## src/design/nbnsq_pkg.sv

```systemverilog
`timescale 1ns / 1ps
// ----------------------------------------------------------------------------
// nbnsq_pkg
// Shared types and constants for the name-service query parser.
// ----------------------------------------------------------------------------
package nbnsq_pkg;

	localparam int unsigned NAME_CHARS = 15;
	localparam int unsigned POS_W      = 6;
	localparam int unsigned LEN_W      = 4;
	localparam int unsigned IDX_W      = 4;

	localparam logic [POS_W-1:0] POS_LIMIT    = 6'd50;
	localparam logic [POS_W-1:0] MIN_LAST_POS = 6'd49;
	localparam logic [POS_W-1:0] POS_TID_HI   = 6'd0;
	localparam logic [POS_W-1:0] POS_TID_LO   = 6'd1;
	localparam logic [POS_W-1:0] POS_FLAGS    = 6'd2;
	localparam logic [POS_W-1:0] POS_QD_HI    = 6'd4;
	localparam logic [POS_W-1:0] POS_QD_LO    = 6'd5;
	localparam logic [POS_W-1:0] POS_NAME_LEN = 6'd12;
	localparam logic [POS_W-1:0] POS_NAME_LO  = 6'd13;
	localparam logic [POS_W-1:0] POS_NAME_HI  = 6'd44;
	localparam logic [POS_W-1:0] POS_NAME_PR  = 6'd14;
	localparam logic [POS_W-1:0] POS_TERM     = 6'd45;
	localparam logic [POS_W-1:0] POS_TYPE_HI  = 6'd46;
	localparam logic [POS_W-1:0] POS_TYPE_LO  = 6'd47;

	localparam logic [7:0] CH_A       = 8'h41;
	localparam logic [7:0] CH_P       = 8'h50;
	localparam logic [7:0] CH_SPACE   = 8'h20;
	localparam logic [7:0] BYTE_ZERO  = 8'h00;
	localparam logic [7:0] BYTE_ONE   = 8'h01;
	localparam logic [7:0] NAME_LEN_B = 8'h20;
	localparam logic [7:0] QTYPE_LO   = 8'h20;

	typedef struct packed {
		logic                            ok;
		logic [15:0]                     tid;
		logic [LEN_W-1:0]                len;
		logic [NAME_CHARS-1:0][7:0]      name;
	} job_t;

endpackage

```

## src/design/nbnsq_front.sv

```systemverilog
`timescale 1ns / 1ps
// ----------------------------------------------------------------------------
// nbnsq_front
// Byte parser: checks header and name, decodes nibble pairs, and posts one
// job per datagram at its final byte.
// ----------------------------------------------------------------------------
module nbnsq_front (
	input  logic                clk,
	input  logic                arst_n,
	input  logic                take,
	input  logic [7:0]          data_byte,
	input  logic                last_byte,
	output logic                job_push,
	output nbnsq_pkg::job_t     job
);

	logic [nbnsq_pkg::POS_W-1:0]               pos_q;
	logic [15:0]                               tid_q;
	logic                                      reject_q;
	logic [3:0]                                held_q;
	logic [nbnsq_pkg::LEN_W-1:0]               trim_q;
	logic [nbnsq_pkg::NAME_CHARS-1:0][7:0]     name_q;

	logic       bad;
	logic       is_letter;
	logic [7:0] diff;
	logic [3:0] nib;
	logic [4:0] idx;
	logic [7:0] raw;
	logic       in_name;

	always_comb begin
		diff      = data_byte - nbnsq_pkg::CH_A;
		is_letter = (data_byte >= nbnsq_pkg::CH_A) && (data_byte <= nbnsq_pkg::CH_P);
		nib       = is_letter ? diff[3:0] : 4'd0;
		in_name   = (pos_q >= nbnsq_pkg::POS_NAME_LO) && (pos_q <= nbnsq_pkg::POS_NAME_HI);
		idx       = 5'((pos_q - nbnsq_pkg::POS_NAME_PR) >> 1);
		raw       = {held_q, nib};
		bad       = 1'b0;
		if (pos_q == nbnsq_pkg::POS_FLAGS) begin
			bad = data_byte[7] | (data_byte[6:3] != 4'd0);
		end else if (pos_q == nbnsq_pkg::POS_QD_HI) begin
			bad = data_byte != nbnsq_pkg::BYTE_ZERO;
		end else if (pos_q == nbnsq_pkg::POS_QD_LO) begin
			bad = data_byte != nbnsq_pkg::BYTE_ONE;
		end else if (pos_q == nbnsq_pkg::POS_NAME_LEN) begin
			bad = data_byte != nbnsq_pkg::NAME_LEN_B;
		end else if (in_name) begin
			bad = !is_letter;
		end else if (pos_q == nbnsq_pkg::POS_TERM || pos_q == nbnsq_pkg::POS_TYPE_HI) begin
			bad = data_byte != nbnsq_pkg::BYTE_ZERO;
		end else if (pos_q == nbnsq_pkg::POS_TYPE_LO) begin
			bad = data_byte != nbnsq_pkg::QTYPE_LO;
		end
	end

	assign job_push = take & last_byte;
	assign job.ok   = !reject_q && (pos_q >= nbnsq_pkg::MIN_LAST_POS) && (trim_q != '0);
	assign job.tid  = tid_q;
	assign job.len  = trim_q;
	assign job.name = name_q;

	always_ff @(posedge clk or negedge arst_n) begin
		if (!arst_n) begin
			pos_q    <= '0;
			tid_q    <= '0;
			reject_q <= 1'b0;
			held_q   <= '0;
			trim_q   <= '0;
		end else if (take) begin
			if (last_byte) begin
				pos_q    <= '0;
				tid_q    <= '0;
				reject_q <= 1'b0;
				held_q   <= '0;
				trim_q   <= '0;
			end else if (pos_q != nbnsq_pkg::POS_LIMIT) begin
				pos_q <= pos_q + 1'b1;
				if (bad) begin
					reject_q <= 1'b1;
				end
				if (pos_q == nbnsq_pkg::POS_TID_HI) begin
					tid_q <= {data_byte, 8'h00};
				end else if (pos_q == nbnsq_pkg::POS_TID_LO) begin
					tid_q <= {tid_q[15:8], data_byte};
				end else if (in_name) begin
					if (pos_q[0]) begin
						held_q <= nib;
					end else if (idx < 5'(nbnsq_pkg::NAME_CHARS)) begin
						if (raw != nbnsq_pkg::CH_SPACE) begin
							trim_q <= idx[3:0] + 1'b1;
						end
					end
				end
			end
		end
	end

	always_ff @(posedge clk) begin
		if (take && !last_byte && in_name && !pos_q[0]
				&& idx < 5'(nbnsq_pkg::NAME_CHARS)) begin
			name_q[idx[3:0]] <= raw;
		end
	end

endmodule

```

## src/design/nbnsq_fifo.sv

```systemverilog
`timescale 1ns / 1ps
// ----------------------------------------------------------------------------
// nbnsq_fifo
// Two-entry job queue between parser and emitter.
// ----------------------------------------------------------------------------
module nbnsq_fifo (
	input  logic                clk,
	input  logic                arst_n,
	input  logic                wr,
	input  nbnsq_pkg::job_t     wr_job,
	output logic                full,
	input  logic                rd,
	output logic                head_valid,
	output nbnsq_pkg::job_t     head
);

	nbnsq_pkg::job_t mem_q [2];
	logic            wptr_q;
	logic            rptr_q;
	logic [1:0]      count_q;

	assign full       = count_q == 2'd2;
	assign head_valid = count_q != 2'd0;
	assign head       = mem_q[rptr_q];

	always_ff @(posedge clk) begin
		if (wr) begin
			mem_q[wptr_q] <= wr_job;
		end
	end

	always_ff @(posedge clk or negedge arst_n) begin
		if (!arst_n) begin
			wptr_q  <= 1'b0;
			rptr_q  <= 1'b0;
			count_q <= '0;
		end else begin
			if (wr) begin
				wptr_q <= ~wptr_q;
			end
			if (rd) begin
				rptr_q <= ~rptr_q;
			end
			unique case ({wr, rd})
				2'b10:   count_q <= count_q + 1'b1;
				2'b01:   count_q <= count_q - 1'b1;
				default: count_q <= count_q;
			endcase
		end
	end

endmodule

```

## src/design/nbnsq_back.sv

```systemverilog
`timescale 1ns / 1ps
// ----------------------------------------------------------------------------
// nbnsq_back
// Emitter: plays out name characters of the head job, then its status item.
// ----------------------------------------------------------------------------
module nbnsq_back (
	input  logic                clk,
	input  logic                arst_n,
	input  logic                head_valid,
	input  nbnsq_pkg::job_t     head,
	output logic                head_pop,
	output logic                empty,
	input  logic                pop,
	output logic [7:0]          out_char,
	output logic                is_status,
	output logic                accepted,
	output logic [15:0]         transaction_id,
	output logic [3:0]          name_length,
	output logic                last_result
);

	logic                          valid_q;
	logic [nbnsq_pkg::IDX_W-1:0]   idx_q;
	logic [7:0]                    char_q;
	logic                          status_q;
	logic                          acc_q;
	logic [15:0]                   tid_q;
	logic [3:0]                    len_q;
	logic                          load;
	logic                          do_char;

	assign load     = head_valid && (!valid_q || pop);
	assign do_char  = head.ok && (idx_q < head.len);
	assign head_pop = load && !do_char;

	assign empty          = !valid_q;
	assign out_char       = char_q;
	assign is_status      = status_q;
	assign accepted       = acc_q;
	assign transaction_id = tid_q;
	assign name_length    = len_q;
	assign last_result    = status_q;

	always_ff @(posedge clk or negedge arst_n) begin
		if (!arst_n) begin
			valid_q <= 1'b0;
			idx_q   <= '0;
		end else if (load) begin
			valid_q <= 1'b1;
			idx_q   <= do_char ? idx_q + 1'b1 : '0;
		end else if (pop) begin
			valid_q <= 1'b0;
		end
	end

	always_ff @(posedge clk) begin
		if (load) begin
			if (do_char) begin
				char_q   <= head.name[idx_q];
				status_q <= 1'b0;
				acc_q    <= 1'b0;
				tid_q    <= '0;
				len_q    <= '0;
			end else begin
				char_q   <= '0;
				status_q <= 1'b1;
				acc_q    <= head.ok;
				tid_q    <= head.ok ? head.tid : 16'd0;
				len_q    <= head.ok ? head.len : 4'd0;
			end
		end
	end

endmodule

```

## src/design/netbios_name_query_parser_core.sv

```systemverilog
`timescale 1ns / 1ps
// ----------------------------------------------------------------------------
// netbios_name_query_parser_core
// Streaming name-service query parser: one byte per transaction in, name
// characters and a closing status transaction out.
// ----------------------------------------------------------------------------
// Channel   Handshake      Payload
// input     push / full    data_byte, last_byte
// result    pop / empty    out_char, is_status, accepted, transaction_id,
//                          name_length, last_result
//
// Bytes are taken one per cycle while full is low; full rises only while both
// job queue slots hold finished datagrams. Each datagram yields name_length + 1
// results, one per cycle while pop is high, limited by the emitter's single
// output register. Reset clears parser position, flags, queue and output state.
// ----------------------------------------------------------------------------
module netbios_name_query_parser_core (
	input  logic        clk,
	input  logic        arst_n,
	input  logic        push,
	output logic        full,
	input  logic [7:0]  data_byte,
	input  logic        last_byte,
	output logic        empty,
	input  logic        pop,
	output logic [7:0]  out_char,
	output logic        is_status,
	output logic        accepted,
	output logic [15:0] transaction_id,
	output logic [3:0]  name_length,
	output logic        last_result
);

	nbnsq_pkg::job_t job;
	nbnsq_pkg::job_t head;
	logic            job_push;
	logic            head_valid;
	logic            head_pop;
	logic            take;

	assign take = push && !full;

	nbnsq_front u_front (
		.clk       (clk),
		.arst_n    (arst_n),
		.take      (take),
		.data_byte (data_byte),
		.last_byte (last_byte),
		.job_push  (job_push),
		.job       (job)
	);

	nbnsq_fifo u_fifo (
		.clk        (clk),
		.arst_n     (arst_n),
		.wr         (job_push),
		.wr_job     (job),
		.full       (full),
		.rd         (head_pop),
		.head_valid (head_valid),
		.head       (head)
	);

	nbnsq_back u_back (
		.clk            (clk),
		.arst_n         (arst_n),
		.head_valid     (head_valid),
		.head           (head),
		.head_pop       (head_pop),
		.empty          (empty),
		.pop            (pop),
		.out_char       (out_char),
		.is_status      (is_status),
		.accepted       (accepted),
		.transaction_id (transaction_id),
		.name_length    (name_length),
		.last_result    (last_result)
	);

endmodule
```

## config.mk

```make
export PLATFORM = sky130hd
export DESIGN_NAME = netbios_name_query_parser_core
export DESIGN_NICKNAME = d
export VERILOG_FILES = /design/src/design/nbnsq_pkg.sv /design/src/design/nbnsq_front.sv /design/src/design/nbnsq_fifo.sv /design/src/design/nbnsq_back.sv /design/src/design/netbios_name_query_parser_core.sv
export SDC_FILE = /design/constraint.sdc
export NUM_CORES = 1
export LEC_CHECK = 0
export ABC_AREA = 0
export BUFFER_PORTS_ARGS = -buffer_cell sky130_fd_sc_hd__buf_2
export CAP_MARGIN = 5
export CORE_ASPECT_RATIO = 1.1
export CORE_UTILIZATION = 45
export CTS_BUF_LIST = sky130_fd_sc_hd__clkbuf_4 sky130_fd_sc_hd__clkbuf_8 sky130_fd_sc_hd__clkbuf_16
export CTS_CLUSTER_DIAMETER = 200
export DETAILED_ROUTE_END_ITERATION = 12
export PLACE_DENSITY_LB_ADDON = 0.15
export SLEW_MARGIN = 20
export SYNTH_ARGS = -nofsm -noshare
export SYNTH_HDL_FRONTEND = slang
export SYNTH_SLANG_ARGS = --single-unit
```

## constraint.sdc

```tcl
create_clock -name clk -period 9.85 [get_ports clk]
set_clock_uncertainty 0.05 [all_clocks]
set_input_delay 0.4925 -clock clk [delete_from_list [all_inputs] [get_ports clk]]
set_output_delay 0.4925 -clock clk [all_outputs]
set_load 0.02 [all_outputs]
```

; ---- Yosys cells after proc, flatten, opt, wreduce, memory -nomap -nowiden
; Memory sizes are Yosys's and may differ from the RTL's.
; Cells that the tools add are included.
; Widths: inputs -> output; s select.
[totals]
mem_bits_rw = 282
mem_count = 1
elab_cells = 159
output_inout_bits = 33
regBits = 190
[mem_list]
columns = name, depth, width, rd, rd_ports_with_merged_regs, write_ports, line_no
row1 = u_fifo.mem_q, 2, 141, 1, 0, 1, nbnsq_fifo.sv:17  ; nbnsq_pkg::job_t mem_q [2];
[classes]
bitwise_logic = 5
add_sub_neg = 7
order_cmp = 10
n_reduce_logical = 44
n_eq_ne = 18
mux = 43
[op_table]
columns = operator, count
row1 = $bwmux 120, 1
row2 = $mux 4, 16
row3 = $mux 16, 3
row4 = $bmux 8 s4, 1
row5 = $demux 8 s4, 1
row6 = $mux 8, 3
row7 = $reduce_bool 2->1, 10
row8 = $eq 6x6->1 const B, 3
row9 = $ne 8x6->1 const B, 2
row10 = $mux 1, 15
row11 = $logic_and 1x1->1, 13
row12 = $eq 6x3->1 const B, 2
row13 = $mux 6, 2
row14 = $lt 4x5->1 const B, 2
row15 = $reduce_and 3->1, 3
row16 = $add 4x1->4 const B, 2
row17 = $ge 8x7->1 const B, 1
row18 = $le 8x7->1 const B, 1
row19 = $ne 8x1->1 const B, 1
row20 = $reduce_and 8->1, 1
row21 = $reduce_bool 4->1, 2
row22 = $reduce_bool 8->1, 1
row23 = $logic_not 1->1, 7
row24 = $add 6x1->6 const B, 1
row25 = other kinds (27), 33

; ---- Longest topological paths before layout
[logic_depth]
word_depth = 12
mapped_depth = 14
depth_no_buf = 9

; ---- Modules after synthesis
; A second synthesis with hierarchy kept.
[unflattened]
hier_cells = 1001
hier_area_um2 = 18898.1
[by_module_without_submodules]
columns = mod, n_inst, seq_area_each_um2, cells_each, area_per_inst_um2
row1 = nbnsq_fifo, 1, 8568.2, 455, 10685.2
row2 = nbnsq_front, 1, 4379.2, 355, 5685.5
row3 = nbnsq_back, 1, 1026.0, 190, 2513.7
row4 = netbios_name_query_parser_core, 1, 0.0, 1, 13.8

; ---- Least setup slack after synthesis
; No wires, ideal clock.
[synth_timing]
path_kind = input to register
startpoint = input last_byte
endpoint = memory u_fifo.mem_q[0][0] (netlist bit), enable pin
path_stages = 5
arrival_time_ns = 7.100
setup_ns = 0.643
slack_ns = 2.057
path_cell_list = clkbuf_1 -> and3_1 -> clkbuf_1 -> inv_1 -> nor2_1
[synth_between]
elab_chain_cells = 3
[synth_rtl]
columns = item, line_no
row1 = start: declaration, netbios_name_query_parser_core.sv:23  ; input logic last_byte,
row2 = $and 1x1->1, nbnsq_front.sv:57  ; assign job_push = take & last_byte;
row3 = $mux 1, nbnsq_fifo.sv:27  ; if (wr) begin
row4 = $mux 1 (not written as such), nbnsq_fifo.sv:28  ; mem_q[wptr_q] <= wr_job;
row5 = end: declaration, nbnsq_fifo.sv:17
; Every way passes these cells.

; ---- Worst setup path in the final report
[layout_timing]
startpoint = register u_front.pos_q[1] (netlist bit)
endpoint = register u_front.name_q (netlist bit u_front.job[76]), enable pin
[layout_between]
elab_chain_cells = 5
elab_cells_between_ends = 8
cone_classes = add/sub (1) / order compare (3) / reduce/logical (4)
[layout_rtl]
columns = item, line_no
row1 = start: declaration, nbnsq_front.sv:17  ; logic [nbnsq_pkg::POS_W-1:0] pos_q;
row2 = start signal: assignment, nbnsq_front.sv:78  ; pos_q <= pos_q + 1'b1;
row3 = branches (longest 4 deep; another with $sub 6x4->6), --
row4 = $logic_and 1x1->1 *, nbnsq_front.sv:101  ; && idx < 5'(nbnsq_pkg::NAME_CHARS)) begin
row5 = end signal: indexed assignment, nbnsq_front.sv:102  ; name_q[idx[3:0]] <= raw;
row6 = end: declaration, nbnsq_front.sv:22  ; logic [nbnsq_pkg::NAME_CHARS-1:0][7:0] name_q;
; Every way passes the cells marked *.
; A chain may end at the register's enable or synchronous reset.

==> reports/results.ini <==
[status]
outcome=complete, but fails checks
violations=design-rule violations

[place]
place_area_mm2=0.0188
hpwl_um=21000
io_buffer_count=45
place.gp.congestion=0.772

[drt]
route.vias.total=8377
drt.antenna.violating_nets=0
drt_iter0_drc=568
vias_per_cell=5.50
route.detailed.drc=1
routed_wl_um=34900
wl_per_cell_um=22.9
drt-pass1-iter-count=9

[clock_network]
cts-resized-gates=0
cts_tree=done
clock_sinks=472
cts.reportedPaths.clkPinSlew_ps=60
root_buffer=clkbuf_16
post_cts_buffers=0
clk_latency_ps=550
cts_made_buffers=47
holdBufCountCts=0
htreeDepth=2
clockBufferDepth=3

[cells_and_area]
nets=1014
nFillCells=3154
layout-drive-gt1-share=0.199
n_antenna_cell=0
stdcell_area_mm2=0.0204
final_cell_mix=edfxtp_1 (432), nor2_1 (52), mux4_2 (49), clkbuf_16 (49)
area_growth_pct=12.9
final_common_cell=edfxtp_1

[global_routing]
grt_max_degree=71
grt_pass1_vias=8686
met3_usage=0.0249
grt-busiest-layer=met2
grt_pass1_wl_um=52500
grt_overflow_total=0
grt_usage=0.176
grt_antenna_before_repair=0
met1_usage=0.235
grt_util_met2=0.302

[timing]
fin_hold_ws_ps=37.6
finalSetupTns_ps=0
min_period_ps=3580
final-hold-violation-count=0
post-route-period-util=0.363
setup_viol=0
slew-limit-headroom=0.364
tightestPinTransition_ps=954
rsz0062_at_grt=no
fmax_ghz=0.280
final_max_slew_viol_count=0

[yosys]
synth_seq_cells=472
synth-edff-count=432
netlist_instances=912
seq_area_frac_synth=0.775
post_synth.cell_area_avg_um2=19.8
synth_cell_types=66
synthArstFlopShare=0.0847
synth.largest_area_cell=edfxtp_1
synth_area_leaders=edfxtp_1 (72%), mux4_2 (6.1%), dfrtp_1 (5.5%)
synthFlopType=edfxtp_1
syn_area_mm2=0.0180
syn_nets=945
synth_top_area_frac=0.719
ys.warnings.count=0

[worst_setup_path]
endpoint_kind=register
cp.arrival_ps=3710
crit_type=reg -> reg
reg2reg_to=u_front.job[76]$_DFFE_PP_
crit_path_max_fanout=15
reg2reg_setup_slack_ps=6270
r2r-start=u_front.pos_q[1]$_DFFE_PN0P_
required_ps=9980
r2r_cells=7
startpoint_type=register

[min_path]
hold_class=in -> async

[floorplan]
die_area_mm2=0.0409
start_util=0.458
die_x_um=193
die_height_um=212
core_area_mm2=0.0394
ios=46
rows=76

[power_and_ir_drop]
powerDensity_mw_per_mm2=274
p_leak_uw=0.00724
peakVddDrop_uv=147

[job]
max_cap_viol_count=0

==> how the worst max path moves through the flow <==
stage                                            start                          endpoint  cells after the start
after floorplan                              last_byte      u_fifo.mem_q[0][0]$_DFFE_PP_                      5
after global placement       u_fifo.rptr_q$_DFFE_PN0P_  u_back.out_char[7]$_SDFFCE_PN0P_                      4
after detailed placement     u_fifo.rptr_q$_DFFE_PN0P_  u_back.out_char[1]$_SDFFCE_PN0P_                      4
after CTS                    u_fifo.rptr_q$_DFFE_PN0P_  u_back.out_char[1]$_SDFFCE_PN0P_                      4
after global routing         u_fifo.rptr_q$_DFFE_PN0P_  u_back.out_char[7]$_SDFFCE_PN0P_                      4
final                     u_front.pos_q[1]$_DFFE_PN0P_         u_front.job[76]$_DFFE_PP_                      7
==> per-layer routing <==
metal	up-vias	routed length (µm)
met5	-	0
met4	0	664
met3	51	1200
met2	153	17900
met1	4351	15100
li1	3822	-
==> flip-flops by register name, indices dropped and copies added (netlist names) <==
name,flops
u_front.reject_q,1
u_fifo.wptr_q,1
u_fifo.mem_q,282
u_back.is_status,1
u_front.tid_q,16
u_back.out_char,8
u_back.name_length,4
u_front.job,120
u_back.valid_q,1
u_fifo.count_q,2
u_front.held_q,4
u_back.transaction_id,16
u_back.idx_q,4
u_front.trim_q,4
u_back.accepted,1
u_fifo.rptr_q,1
u_front.pos_q,6
==> report_power, final <==
| group | switching (µW) | leakage (µW) | internal, µW |
|---|---|---|---|
| clock network | 713 | 0.000780 | 1060 |
| logic | 645 | 0.00178 | 491 |
| registers | 183 | 0.00468 | 2490 |
| total | 1540 | 0.00724 | 4040 |
==> worst max-delay path, stage by stage, from the launching register on <==
cell and delay, ps:
dfrtp_1 600, inv_1 230, ha_1 330, nor2b_1 140, maj3_2 320, o22a_2 250
nor3_2 530, and3_1 730
==> synth_stat cells (all sizes together), types with 2 or more instances <==
master / instances
nor4: 2
a211oi: 2
nand4: 7
xnor2: 7
mux4: 64
and4: 3
nand2: 15
o21ai: 16
and3: 18
o211ai: 8
nand3b: 2
o2bb2ai: 12
clkbuf: 15
xor2: 5
or3: 5
nand2b: 5
dfrtp: 40
a32o: 2
and2: 5
nor2: 54
o21a: 3
o311ai: 3
nor3b: 2
ha: 20
buf: 24
inv: 24
o22ai: 9
nor2b: 3
mux2i: 45
nor3: 8
a22o: 9
edfxtp: 432
o31ai: 3
a21oi: 16
nand3: 3
a2111oi: 3
==> final cells by class <==
| class | count | area, µm² | area share |
|---|---|---|---|
| Clock buffer | 63 | 1340 | 0.0660 |
| Clock inverter | 22 | 209 | 0.0103 |
| Inverter | 24 | 90.1 | 0.00442 |
| Multi-Input combinational cell | 377 | 3760 | 0.185 |
| Sequential cell | 472 | 14000 | 0.686 |
| Tap cell | 507 | 634 | 0.0312 |
| Timing Repair Buffer | 59 | 350 | 0.0172 |
==> stage by stage <==
step / util / setup WS, ps / total power [µW] / instances
global placement: 0.477 / 6260 / 3860 / 1438
floorplan: - / 2060 / 3550 / 912
CTS: 0.517 / 6230 / 5660 / 1524
finish: 0.517 / 6270 / 5580 / 1524
global route: 0.517 / 6130 / 5830 / 1524
detailed placement: 0.478 / 6220 / 3880 / 1439
==> cells by family (layout without fill, tap and decap cells) <==
family | Yosys count | after routing | share of synthesized area
AOI/OAI and AO/OA | 97 | 97 | 0.0390
and+or+nand+nor | 137 | 137 | 0.0395
xor gates and xnor gates | 12 | 12 | 0.00583
buffers and inverters | 63 | 168 | 0.0180
DFF | 472 | 472 | 0.775
adders and majority gates | 21 | 21 | 0.0145
muxes | 110 | 110 | 0.109
Note: power is estimated with default switching activity, not from simulation.
